===== config.mk =====
export PLATFORM = sky130hd
export DESIGN_NAME = uart_baud_divisor_encoder_flat
export DESIGN_NICKNAME = d
export VERILOG_FILES = /design/src/ubd_pkg.sv /design/src/ubd_if.sv /design/src/uart_baud_divisor_encoder.sv /design/src/ubd_front.sv /design/src/ubd_div_cell.sv /design/src/ubd_encode.sv /design/src/flat_wrapper.sv
export SDC_FILE = /design/constraint.sdc
export NUM_CORES = 2
export LEC_CHECK = 0
export BUFFER_PORTS_ARGS = -buffer_cell sky130_fd_sc_hd__clkbuf_2
export CAP_MARGIN = 20
export CORE_MARGIN = 1.5
export CORE_UTILIZATION = 58
export DETAILED_ROUTE_END_ITERATION = 10
export GPL_TIMING_DRIVEN = 0
export PLACE_DENSITY = 0.74
export SLEW_MARGIN = 20
export SYNTH_ARGS = -nofsm -noshare
export SYNTH_HDL_FRONTEND = slang
export SYNTH_SLANG_ARGS = --single-unit

===== constraint.sdc =====
create_clock -name clock -period 8.2 [get_ports clock]
set_clock_uncertainty 0.1 [all_clocks]
set_input_delay 0.41 -clock clock [delete_from_list [all_inputs] [get_ports clock]]
set_output_delay 0.41 -clock clock [all_outputs]
set_load 0.005 [all_outputs]

===== src/ubd_pkg.sv =====
// ----------------------------------------------------------------------------
// ubd_pkg
// Types, constants and helpers shared by the baud divisor encoder.
// ----------------------------------------------------------------------------
package ubd_pkg;

   localparam int unsigned LOW_SPEED_CLOCK_HZ  = 48000000;
   localparam int unsigned HIGH_SPEED_CLOCK_HZ = 120000000;

   // Dividends: half the low-speed clock, and eight tenths of the high-speed clock.
   localparam int unsigned LS_NUM  = LOW_SPEED_CLOCK_HZ / 2;
   localparam int unsigned HS_NUM  = HIGH_SPEED_CLOCK_HZ * 8 / 10;
   localparam int unsigned NUM_MAX = (LS_NUM > HS_NUM) ? LS_NUM : HS_NUM;
   localparam int unsigned NUM_W   = $clog2(NUM_MAX + 1);

   localparam int unsigned BAUD_W     = 31;
   localparam int unsigned REM_W      = BAUD_W;
   localparam int unsigned D3_W       = 35;
   localparam int unsigned FAM_W      = 4;
   localparam int unsigned IFN_W      = 2;
   localparam int unsigned SIO_W      = 4;
   localparam int unsigned CSR_IDX_W  = 2;
   localparam int unsigned CSR_DATA_W = 4;
   localparam int unsigned SIO_COUNT  = 10;

   typedef logic [BAUD_W-1:0] baud_type;
   typedef logic [REM_W-1:0]  rem_type;
   typedef logic [NUM_W-1:0]  num_type;
   typedef logic [FAM_W-1:0]  fam_type;
   typedef logic [IFN_W-1:0]  ifn_type;
   typedef logic [SIO_W-1:0]  sio_type;

   localparam fam_type FAM_SIO   = 4'd0;
   localparam fam_type FAM_AM    = 4'd1;
   localparam fam_type FAM_BM    = 4'd2;
   localparam fam_type FAM_2232C = 4'd3;
   localparam fam_type FAM_RL    = 4'd4;
   localparam fam_type FAM_FTX   = 4'd5;
   localparam fam_type FAM_2232H = 4'd6;
   localparam fam_type FAM_4232H = 4'd7;
   localparam fam_type FAM_232H  = 4'd8;

   typedef enum logic [CSR_IDX_W-1:0] {
      CSR_CHIP_FAMILY      = 2'd0,
      CSR_TRACKER_QUIRK    = 2'd1,
      CSR_INTERFACE_NUMBER = 2'd2
   } csr_index_type;

   localparam baud_type RATE_DEFAULT   = 31'd9600;
   localparam baud_type RATE_LS_MAX    = 31'd3000000;
   localparam baud_type RATE_HS_MAX    = 31'd12000000;
   localparam baud_type RATE_HS_MIN    = 31'd1200;
   localparam baud_type RATE_QUIRK_IN  = 31'd19200;
   localparam baud_type RATE_QUIRK_OUT = 31'd1200000;

   localparam baud_type SIO_RATES [SIO_COUNT] = '{
      31'd300, 31'd600, 31'd1200, 31'd2400, 31'd4800,
      31'd9600, 31'd19200, 31'd38400, 31'd57600, 31'd115200
   };
   localparam sio_type SIO_DEFAULT_IDX = 4'd5;

   localparam logic [15:0] AM_CODE_EIGHTH  = 16'hc000;
   localparam logic [15:0] AM_CODE_HALF    = 16'h4000;
   localparam logic [15:0] AM_CODE_QUARTER = 16'h8000;
   localparam logic [31:0] BM_SPECIAL      = 32'h00004001;
   localparam logic [31:0] HS_FLAG         = 32'h00020000;

   typedef enum logic [2:0] {
      MODE_NONE,
      MODE_SIO,
      MODE_AM,
      MODE_BM,
      MODE_HS
   } mode_type;

   typedef struct packed {
      mode_type mode;
      logic     ok;
      logic     dual;
      ifn_type  ifn;
      sio_type  sio_idx;
   } ctrl_type;

   typedef struct packed {
      baud_type divisor;
      rem_type  rem;
      num_type  num;
      num_type  quot;
      ctrl_type ctrl;
   } cell_type;

   function automatic logic [2:0] frac_code(input logic [2:0] f);
      logic [2:0] code;
      case (f)
         3'd0:    code = 3'd0;
         3'd1:    code = 3'd3;
         3'd2:    code = 3'd2;
         3'd3:    code = 3'd4;
         3'd4:    code = 3'd1;
         3'd5:    code = 3'd5;
         3'd6:    code = 3'd6;
         default: code = 3'd7;
      endcase
      return code;
   endfunction

endpackage


===== src/ubd_if.sv =====
// ----------------------------------------------------------------------------
// ubd_if
// Request, response and register write channels of the baud divisor encoder.
// ----------------------------------------------------------------------------
interface ubd_req_if import ubd_pkg::*; ();
   logic     valid;
   logic     ready;
   baud_type rate_bps;

   modport source (output valid, output rate_bps, input ready);
   modport sink   (input valid, input rate_bps, output ready);
endinterface

interface ubd_rsp_if import ubd_pkg::*; ();
   logic        valid;
   logic        ready;
   logic [15:0] divisor_value;
   logic [15:0] divisor_index;
   logic        rate_ok;

   modport source (output valid, output divisor_value, output divisor_index,
                   output rate_ok, input ready);
   modport sink   (input valid, input divisor_value, input divisor_index,
                   input rate_ok, output ready);
endinterface

interface ubd_csr_if import ubd_pkg::*; ();
   logic                  valid;
   logic                  ready;
   logic [CSR_IDX_W-1:0]  index;
   logic [CSR_DATA_W-1:0] data;

   modport source (output valid, output index, output data, input ready);
   modport sink   (input valid, input index, input data, output ready);
endinterface


===== src/uart_baud_divisor_encoder.sv =====
// ----------------------------------------------------------------------------
// uart_baud_divisor_encoder
// Turns a requested baud rate into the fractional divisor word of the
// configured bridge chip family, through a row of division cells.
// ----------------------------------------------------------------------------
//  channel   direction  payload
//  req_bus   in         rate_bps
//  rsp_bus   out        divisor_value, divisor_index, rate_ok
//  csr_bus   in         index, data (chip_family, tracker_quirk, interface_number)
//
// One item per cycle sustained while rsp_bus takes results; the path is one cell
// per quotient bit of the clock / rate division, then the output register. Every
// cell advances when empty or when its neighbor takes its item, so bubbles close
// up while a result waits on rsp_bus.
// Reset clears the valid bits and sets chip_family to 1, the other registers to 0.
// Register writes are always taken.
// ----------------------------------------------------------------------------
module uart_baud_divisor_encoder import ubd_pkg::*; (
   input  logic      clock,
   input  logic      reset,
   ubd_req_if.sink   req_bus,
   ubd_rsp_if.source rsp_bus,
   ubd_csr_if.sink   csr_bus
);

   fam_type  chip_family_ff;
   logic     tracker_quirk_ff;
   ifn_type  interface_number_ff;

   cell_type stage_d [NUM_W+1];
   logic     stage_v [NUM_W+1];
   logic     stage_r [NUM_W+1];

   assign csr_bus.ready = 1'b1;

   always_ff @(posedge clock) begin
      if (reset) begin
         chip_family_ff      <= FAM_AM;
         tracker_quirk_ff    <= 1'b0;
         interface_number_ff <= '0;
      end else if (csr_bus.valid) begin
         case (csr_bus.index)
            CSR_CHIP_FAMILY:      chip_family_ff      <= csr_bus.data;
            CSR_TRACKER_QUIRK:    tracker_quirk_ff    <= csr_bus.data[0];
            CSR_INTERFACE_NUMBER: interface_number_ff <= csr_bus.data[IFN_W-1:0];
            default: ;
         endcase
      end
   end

   ubd_front u_front (
      .rate_bps         (req_bus.rate_bps),
      .chip_family      (chip_family_ff),
      .tracker_quirk    (tracker_quirk_ff),
      .interface_number (interface_number_ff),
      .cell_out         (stage_d[0])
   );

   assign stage_v[0]    = req_bus.valid;
   assign req_bus.ready = stage_r[0];

   for (genvar i = 0; i < NUM_W; i++) begin : g_cell
      ubd_div_cell u_cell (
         .clock     (clock),
         .reset     (reset),
         .valid_in  (stage_v[i]),
         .ready_in  (stage_r[i]),
         .cell_in   (stage_d[i]),
         .valid_out (stage_v[i+1]),
         .ready_out (stage_r[i+1]),
         .cell_out  (stage_d[i+1])
      );
   end

   ubd_encode u_encode (
      .clock    (clock),
      .reset    (reset),
      .valid_in (stage_v[NUM_W]),
      .ready_in (stage_r[NUM_W]),
      .cell_in  (stage_d[NUM_W]),
      .rsp      (rsp_bus)
   );

   a_accept_enters_row: assert property (@(posedge clock) disable iff (reset)
      (req_bus.valid && req_bus.ready) |=> stage_v[1])
      else $error("accepted item did not enter the first cell");

   a_quotient_bounds: assert property (@(posedge clock) disable iff (reset)
      stage_v[NUM_W] |-> (stage_d[NUM_W].rem < stage_d[NUM_W].divisor) &&
                         (stage_d[NUM_W].quot <= NUM_W'(NUM_MAX)))
      else $error("division row produced an out-of-range quotient or remainder");

   a_sio_index: assert property (@(posedge clock) disable iff (reset)
      (rsp_bus.valid && rsp_bus.rate_ok && chip_family_ff == FAM_SIO) |->
         (rsp_bus.divisor_index == 16'd0 && rsp_bus.divisor_value < 16'(SIO_COUNT)))
      else $error("table index result out of range");

   a_unknown_family: assert property (@(posedge clock) disable iff (reset)
      (rsp_bus.valid && chip_family_ff > FAM_232H) |->
         (!rsp_bus.rate_ok && rsp_bus.divisor_value == 16'd0 &&
          rsp_bus.divisor_index == 16'd0))
      else $error("undefined chip family gave a nonzero result");

endmodule


===== src/ubd_front.sv =====
// ----------------------------------------------------------------------------
// ubd_front
// Picks the encoding, the divisor and the dividend for one requested rate.
// ----------------------------------------------------------------------------
module ubd_front import ubd_pkg::*; (
   input  baud_type rate_bps,
   input  fam_type  chip_family,
   input  logic     tracker_quirk,
   input  ifn_type  interface_number,
   output cell_type cell_out
);

   baud_type baud_n;
   logic     sio_hit;
   sio_type  sio_idx;

   always_comb begin
      baud_n  = (rate_bps == '0) ? RATE_DEFAULT : rate_bps;
      sio_hit = 1'b0;
      sio_idx = SIO_DEFAULT_IDX;
      for (int i = 0; i < SIO_COUNT; i++) begin
         if (baud_n == SIO_RATES[i]) begin
            sio_hit = 1'b1;
            sio_idx = SIO_W'(i);
         end
      end
   end

   always_comb begin
      cell_out              = '0;
      cell_out.num          = NUM_W'(LS_NUM);
      cell_out.divisor      = RATE_DEFAULT;
      cell_out.ctrl.ok      = 1'b1;
      cell_out.ctrl.ifn     = interface_number;
      cell_out.ctrl.sio_idx = sio_idx;
      cell_out.ctrl.dual    = (chip_family == FAM_2232C) || (chip_family == FAM_2232H) ||
                              (chip_family == FAM_4232H) || (chip_family == FAM_232H);
      case (chip_family)
         FAM_SIO: begin
            cell_out.ctrl.mode = MODE_SIO;
            cell_out.ctrl.ok   = sio_hit;
         end
         FAM_AM: begin
            cell_out.ctrl.mode = MODE_AM;
            if (baud_n <= RATE_LS_MAX) begin
               cell_out.divisor = baud_n;
            end else begin
               cell_out.ctrl.ok = 1'b0;
            end
         end
         FAM_BM, FAM_2232C, FAM_RL, FAM_FTX: begin
            cell_out.ctrl.mode = MODE_BM;
            if (baud_n <= RATE_LS_MAX) begin
               cell_out.divisor = (tracker_quirk && baud_n == RATE_QUIRK_IN) ?
                                  RATE_QUIRK_OUT : baud_n;
            end else begin
               cell_out.ctrl.ok = 1'b0;
            end
         end
         FAM_2232H, FAM_4232H, FAM_232H: begin
            if (baud_n <= RATE_HS_MAX && baud_n >= RATE_HS_MIN) begin
               cell_out.ctrl.mode = MODE_HS;
               cell_out.divisor   = baud_n;
               cell_out.num       = NUM_W'(HS_NUM);
            end else if (baud_n < RATE_HS_MIN) begin
               cell_out.ctrl.mode = MODE_BM;
               cell_out.divisor   = baud_n;
            end else begin
               cell_out.ctrl.mode = MODE_BM;
               cell_out.ctrl.ok   = 1'b0;
            end
         end
         default: begin
            cell_out.ctrl.mode = MODE_NONE;
            cell_out.ctrl.ok   = 1'b0;
         end
      endcase
   end

endmodule


===== src/ubd_div_cell.sv =====
// ----------------------------------------------------------------------------
// ubd_div_cell
// One restoring division step: takes the next dividend bit, yields one
// quotient bit, and hands the item on to the next cell.
// ----------------------------------------------------------------------------
module ubd_div_cell import ubd_pkg::*; (
   input  logic     clock,
   input  logic     reset,
   input  logic     valid_in,
   output logic     ready_in,
   input  cell_type cell_in,
   output logic     valid_out,
   input  logic     ready_out,
   output cell_type cell_out
);

   logic             valid_ff;
   cell_type         cell_ff;
   cell_type         cell_in_step;
   logic [REM_W:0]   trial;
   logic [REM_W:0]   diff;
   logic             fits;

   always_comb begin
      trial = {cell_in.rem, cell_in.num[NUM_W-1]};
      diff  = trial - {1'b0, cell_in.divisor};
      fits  = trial >= {1'b0, cell_in.divisor};

      cell_in_step      = cell_in;
      cell_in_step.rem  = fits ? diff[REM_W-1:0] : trial[REM_W-1:0];
      cell_in_step.num  = {cell_in.num[NUM_W-2:0], 1'b0};
      cell_in_step.quot = {cell_in.quot[NUM_W-2:0], fits};
   end

   // advance when empty or when the next cell takes the held item
   assign ready_in = !valid_ff || ready_out;

   always_ff @(posedge clock) begin
      if (reset) begin
         valid_ff <= 1'b0;
      end else if (ready_in) begin
         valid_ff <= valid_in;
      end
   end

   always_ff @(posedge clock) begin
      if (ready_in && valid_in) begin
         cell_ff <= cell_in_step;
      end
   end

   assign valid_out = valid_ff;
   assign cell_out  = cell_ff;

endmodule


===== src/ubd_encode.sv =====
// ----------------------------------------------------------------------------
// ubd_encode
// Packs the quotient into the divisor word for the chosen encoding and holds
// the result item for the response channel.
// ----------------------------------------------------------------------------
module ubd_encode import ubd_pkg::*; (
   input  logic     clock,
   input  logic     reset,
   input  logic     valid_in,
   output logic     ready_in,
   input  cell_type cell_in,
   ubd_rsp_if.source rsp
);

   logic            valid_ff;
   logic [15:0]     value_ff;
   logic [15:0]     index_ff;
   logic            ok_ff;

   logic [15:0]     value_in;
   logic [15:0]     index_in;

   logic [D3_W-1:0] d3;
   logic [D3_W-1:0] d3_am;
   logic [15:0]     am_div;
   logic [31:0]     frac_div;
   logic [31:0]     word;
   logic [15:0]     idx;

   always_comb begin
      d3    = D3_W'(cell_in.quot);
      d3_am = (d3[2:0] == 3'd7) ? d3 + D3_W'(1) : d3;

      am_div = d3_am[18:3];
      case (d3_am[2:0])
         3'd0:              am_div = (d3_am[18:3] == 16'd1) ? 16'd0 : d3_am[18:3];
         3'd1:              am_div = d3_am[18:3] | AM_CODE_EIGHTH;
         3'd2, 3'd3:        am_div = d3_am[18:3] | AM_CODE_QUARTER;
         default:           am_div = d3_am[18:3] | AM_CODE_HALF;
      endcase

      frac_div = d3[34:3] | {15'd0, frac_code(d3[2:0]), 14'd0};
      // the two lowest divisors have codes of their own
      if (frac_div == 32'd1) begin
         frac_div = 32'd0;
      end else if (frac_div == BM_SPECIAL) begin
         frac_div = 32'd1;
      end

      case (cell_in.ctrl.mode)
         MODE_SIO: word = {28'd0, cell_in.ctrl.sio_idx};
         MODE_AM:  word = {16'd0, am_div};
         MODE_BM:  word = frac_div;
         MODE_HS:  word = frac_div | HS_FLAG;
         default:  word = '0;
      endcase

      idx = word[31:16];
      if (cell_in.ctrl.dual) begin
         idx = {idx[7:0], 8'd0} | {14'd0, cell_in.ctrl.ifn};
      end
      value_in = word[15:0];
      index_in = idx;
   end

   assign ready_in = !valid_ff || rsp.ready;

   always_ff @(posedge clock) begin
      if (reset) begin
         valid_ff <= 1'b0;
      end else if (ready_in) begin
         valid_ff <= valid_in;
      end
   end

   always_ff @(posedge clock) begin
      if (ready_in && valid_in) begin
         value_ff <= value_in;
         index_ff <= index_in;
         ok_ff    <= cell_in.ctrl.ok;
      end
   end

   assign rsp.valid         = valid_ff;
   assign rsp.divisor_value = value_ff;
   assign rsp.divisor_index = index_ff;
   assign rsp.rate_ok       = ok_ff;

endmodule

===== src/flat_wrapper.sv =====
// flat-port wrapper written by rule: the top's interface ports become plain ports
module uart_baud_divisor_encoder_flat import ubd_pkg::*;
  (clock, reset, req_bus_valid, req_bus_rate_bps, req_bus_ready, rsp_bus_valid, rsp_bus_divisor_value, rsp_bus_divisor_index, rsp_bus_rate_ok, rsp_bus_ready, csr_bus_valid, csr_bus_index, csr_bus_data, csr_bus_ready);
  ubd_req_if req_bus_i ();
  ubd_rsp_if rsp_bus_i ();
  ubd_csr_if csr_bus_i ();
  input  logic clock;
  input  logic reset;
  input wire logic [$bits(req_bus_i.valid)-1:0] req_bus_valid;
  input wire logic [$bits(req_bus_i.rate_bps)-1:0] req_bus_rate_bps;
  output wire logic [$bits(req_bus_i.ready)-1:0] req_bus_ready;
  output wire logic [$bits(rsp_bus_i.valid)-1:0] rsp_bus_valid;
  output wire logic [$bits(rsp_bus_i.divisor_value)-1:0] rsp_bus_divisor_value;
  output wire logic [$bits(rsp_bus_i.divisor_index)-1:0] rsp_bus_divisor_index;
  output wire logic [$bits(rsp_bus_i.rate_ok)-1:0] rsp_bus_rate_ok;
  input wire logic [$bits(rsp_bus_i.ready)-1:0] rsp_bus_ready;
  input wire logic [$bits(csr_bus_i.valid)-1:0] csr_bus_valid;
  input wire logic [$bits(csr_bus_i.index)-1:0] csr_bus_index;
  input wire logic [$bits(csr_bus_i.data)-1:0] csr_bus_data;
  output wire logic [$bits(csr_bus_i.ready)-1:0] csr_bus_ready;
  assign req_bus_i.valid = req_bus_valid;
  assign req_bus_i.rate_bps = req_bus_rate_bps;
  assign req_bus_ready = req_bus_i.ready;
  assign rsp_bus_valid = rsp_bus_i.valid;
  assign rsp_bus_divisor_value = rsp_bus_i.divisor_value;
  assign rsp_bus_divisor_index = rsp_bus_i.divisor_index;
  assign rsp_bus_rate_ok = rsp_bus_i.rate_ok;
  assign rsp_bus_i.ready = rsp_bus_ready;
  assign csr_bus_i.valid = csr_bus_valid;
  assign csr_bus_i.index = csr_bus_index;
  assign csr_bus_i.data = csr_bus_data;
  assign csr_bus_ready = csr_bus_i.ready;
  uart_baud_divisor_encoder u_core (.clock(clock), .reset(reset), .req_bus(req_bus_i), .rsp_bus(rsp_bus_i), .csr_bus(csr_bus_i));
endmodule

==> impl_metrics.json <==
{
  "fin_area_mm2": 0.139,
  "grt_pass1_vias": 81120,
  "num_vias": 83225,
  "drc": 0,
  "cp_slowest_cell": "a2111oi_0",
  "die_h_um": 464,
  "setup-violations-final": 0,
  "ys_seq_area_share_pct": 57.9,
  "tightest_slew_ns": 1.21,
  "grt_max_degree": 55,
  "cts_buffer_depth": 4,
  "pin_count": 78,
  "drv_cap": 0,
  "crit_path_max_fanout": 10,
  "path_delay_family": "compound AO/OA/AOI/OAI gates",
  "grt_util_met2_pct": 48.8,
  "yosysUniqueCellTypes": 84,
  "synth_edf_count": 2352,
  "seqPwrFrac_pct": 51.7,
  "clk_latency_ns": 0.94,
  "grt_pass1_wl_mm": 478,
  "swShare_pct": 20.2,
  "p_sw_mw": 5.23,
  "r2r-start": "u_core.g_cell[3].u_cell.cell_out[60]",
  "ys_ff_latch": 2387,
  "max_stage_delay_ns": 0.75,
  "period_minus_slack_ns": 5.74,
  "required_ns": 8.73,
  "relSlewSlack_pct": 18.6,
  "cp-start-kind": "register",
  "final_max_slew_viol_count": 0,
  "min_from": "req_bus_rate_bps[7]",
  "synth_ff_type": "edfxtp_1",
  "crit_buf_inv": 2,
  "min_period_over_period_pct": 70.0,
  "r2r_setup_slack_ns": 2.46,
  "cp_cell_sequence": "inv_1, ha_1, fa_1, nor2b_1, o21a_1, o31ai_1, o21ai_0, a22o_1, a2111oi_0, a21oi_1, o21a_1, nor3_1, clkbuf_1, mux2_2",
  "antenna_found_initial": 2,
  "htree_levels": 5,
  "grt_overflow": 0,
  "arrival_ns": 6.27,
  "power.internal_mw": 20.6,
  "reg2reg_depth": 14,
  "final_common_cell": "edfxtp_1",
  "fmax_mhz": 174,
  "area_growth_pct": 12.5,
  "yosysWarnings": 0,
  "use_met1_pct": 36.8,
  "die-area_mm2": 0.215,
  "cts_buffers": 274,
  "drive_above_1_share_pct": 9.02,
  "pwr-share-comb_pct": 2.6,
  "fp-row-count": 169,
  "start_util_pct": 58.2,
  "powerDensity_mw_per_mm2": 186,
  "clockRootBuffer": "clkbuf_16",
  "die_w_um": 464,
  "mostFrequentLayoutCells": "2352 x edfxtp_1, 1053 x inv_1, 807 x ha_1",
  "grtUsageMet3_pct": 3.46,
  "detail-route-antenna-nets": 0,
  "detail_route.wl_per_cell_um": 22.8,
  "grt_busiest_layer": "met2",
  "r2r-end": "u_core.g_cell[4].u_cell.cell_out[90]",
  "hold_violations": 0,
  "hpwlAfterDp_mm": 241,
  "avgSynthCellArea_um2": 11.9,
  "netlist_instances": 10363,
  "drtIter0Drc": 7605,
  "async_flop_share_pct": 0,
  "num-fill-cells": 15534,
  "p_leak_nw": 53.1,
  "hold_depth": 3,
  "rsz0062_at_grt": "no",
  "place.gp.congestion": 0.949,
  "syn-cell-area_mm2": 0.123,
  "irDropWorstVdd_mv": 0.218,
  "port_buffers": 73,
  "firstDrtPassIters": 6,
  "nets": 11720,
  "cp-end-kind": "register",
  "fin_setup_tns_ns": 0,
  "wl_mm": 317,
  "path_common_cell": "o21a_1",
  "core-area_mm2": 0.212,
  "status": "complete, no violations",
  "cts_sinks": 2387,
  "fin_util_pct": 65.5,
  "clk_pin_slew_ns": 0.06,
  "cts_tree": "done",
  "via_per_inst": 6.00,
  "p_total_mw": 25.9,
  "hold_class": "in2reg",
  "place_area_mm2": 0.130,
  "pwr-share-clk_pct": 45.7,
  "grt_util_all_layers_pct": 28.9,
  "crit_type": "reg2reg",
  "min_to": "u_core.g_cell[0].u_cell.cell_out[103]"
}
## cells by family after synthesis
group,count (synthesis),synth area share (%)
AOI/OAI and AO/OA,2522,13.0
other,2,0.00609
buffers and inverters,1248,3.82
DFF,2387,57.9
muxes,318,2.87
adders and majority gates,832,8.60
and+or+nand+nor,2450,9.56
xor gates and xnor gates,604,4.29
## registers in the layout, summed over array words and instances (netlist names)
name	cells
u_core.g_cell.u_cell.cell_out	2319
u_core.g_cell.u_cell.valid_out	27
u_core.u_encode.rsp.divisor_index	16
u_core.u_encode.rsp.divisor_value	16
u_core.chip_family_ff	4
u_core.interface_number_ff	2
u_core.tracker_quirk_ff	1
u_core.u_encode.rsp.rate_ok	1
u_core.u_encode.rsp.valid	1
## how the worst max path moves through the flow
stage	slack, ns	from	end	depth (start not counted)
after floorplan	0.43	rsp_bus_ready	u_core.g_cell[1].u_cell.cell_out[0]	9
after global placement	-2.66	rsp_bus_ready	u_core.g_cell[1].u_cell.cell_out[71]	10
after detailed placement	2.43	u_core.g_cell[3].u_cell.cell_out[60]	u_core.g_cell[4].u_cell.cell_out[11]	14
after CTS	1.80	u_core.u_encode.rsp.valid	req_bus_ready	10
after global routing	2.23	u_core.g_cell[3].u_cell.cell_out[60]	u_core.g_cell[4].u_cell.cell_out[91]	14
final	2.46	u_core.g_cell[3].u_cell.cell_out[60]	u_core.g_cell[4].u_cell.cell_out[90]	14
## worst min-delay path: stages
cell      delay, ns
clkbuf_2       0.15
inv_1          0.12
nand3_1        0.22
## through the flow
| stage | hold slack (ns) | setup WS, ns | cells |
|---|---|---|---|
| 3_3_place_gp | 0.300 | -2.66 | 13263 |
| 2_1_floorplan | 0.300 | 0.427 | 10369 |
| 3_5_place_dp | 0.305 | 2.43 | 13356 |
| 4_1_cts | 0.0423 | 1.80 | 13858 |
| 5_1_grt | 0.0230 | 2.23 | 13860 |
| 6_report | 0.0494 | 2.46 | 13862 |
## what timing repair did
| action | in CTS | in global routing |
|---|---|---|
| endpoints found under the hold margin | 47 | 0 |
| setup buffers | 0 | 0 |
| hold buffers | 35 | 0 |
| resized for setup | 0 | 0 |
## layer usage
metal	up-vias	wire length [um]
met5	-	14
met2	2813	153000
met4	2	18100
met3	724	16400
li1	39280	-
met1	40406	129000
## power groups by stage
stage               combinational (mW)  clock [mW]  sequential, mW
finish                           0.662        11.8            13.4
CTS                              0.657        12.0            13.4
floorplan                        0.449           0            13.6
detailed placement               0.639           0            13.6
global route                     0.724        12.5            13.4
global placement                 0.609           0            13.6
## cells in the mapped netlist (31+ instances only)
cell type / n / share of area [%]
a31oi_1: 81 / 0.41
a21o_1: 271 / 1.7
ha_1: 807 / 8.2
nand4_1: 117 / 0.59
o211ai_1: 59 / 0.36
nor4_1: 43 / 0.22
mux2_2: 283 / 2.6
and2_1: 70 / 0.36
edfxtp_1: 2352 / 57
nor3_1: 196 / 0.80
xnor2_1: 356 / 2.5
or2_2: 64 / 0.32
clkbuf_1: 170 / 0.52
nand2b_1: 122 / 0.62
a21oi_1: 664 / 2.7
o21a_1: 170 / 1.0
o31ai_1: 86 / 0.52
inv_1: 1053 / 3.2
o21bai_1: 73 / 0.44
nor2_1: 625 / 1.9
xor2_1: 248 / 1.8
o21ai_0: 664 / 2.7
and3_1: 69 / 0.35
a211oi_1: 66 / 0.40
nand2_1: 686 / 2.1
a21boi_0: 31 / 0.19
nand3_1: 178 / 0.72
dfxtp_1: 35 / 0.57
or3_1: 73 / 0.37
mux2i_1: 35 / 0.28
nor2b_1: 102 / 0.52
## layout make-up
cell class	instances	area, um^2	share of cell area (%)
Tap cell	2821	3530	2.54
Clock buffer	326	7290	5.26
Inverter	1054	3960	2.85
Antenna cell	4	10.0	0.00722
Timing Repair Buffer	201	2980	2.15
Multi-Input combinational cell	6734	47500	34.3
Sequential cell	2387	71300	51.4
Buffer	194	752	0.542
Clock inverter	141	1310	0.944
Power figures use the tool's default switching activity.
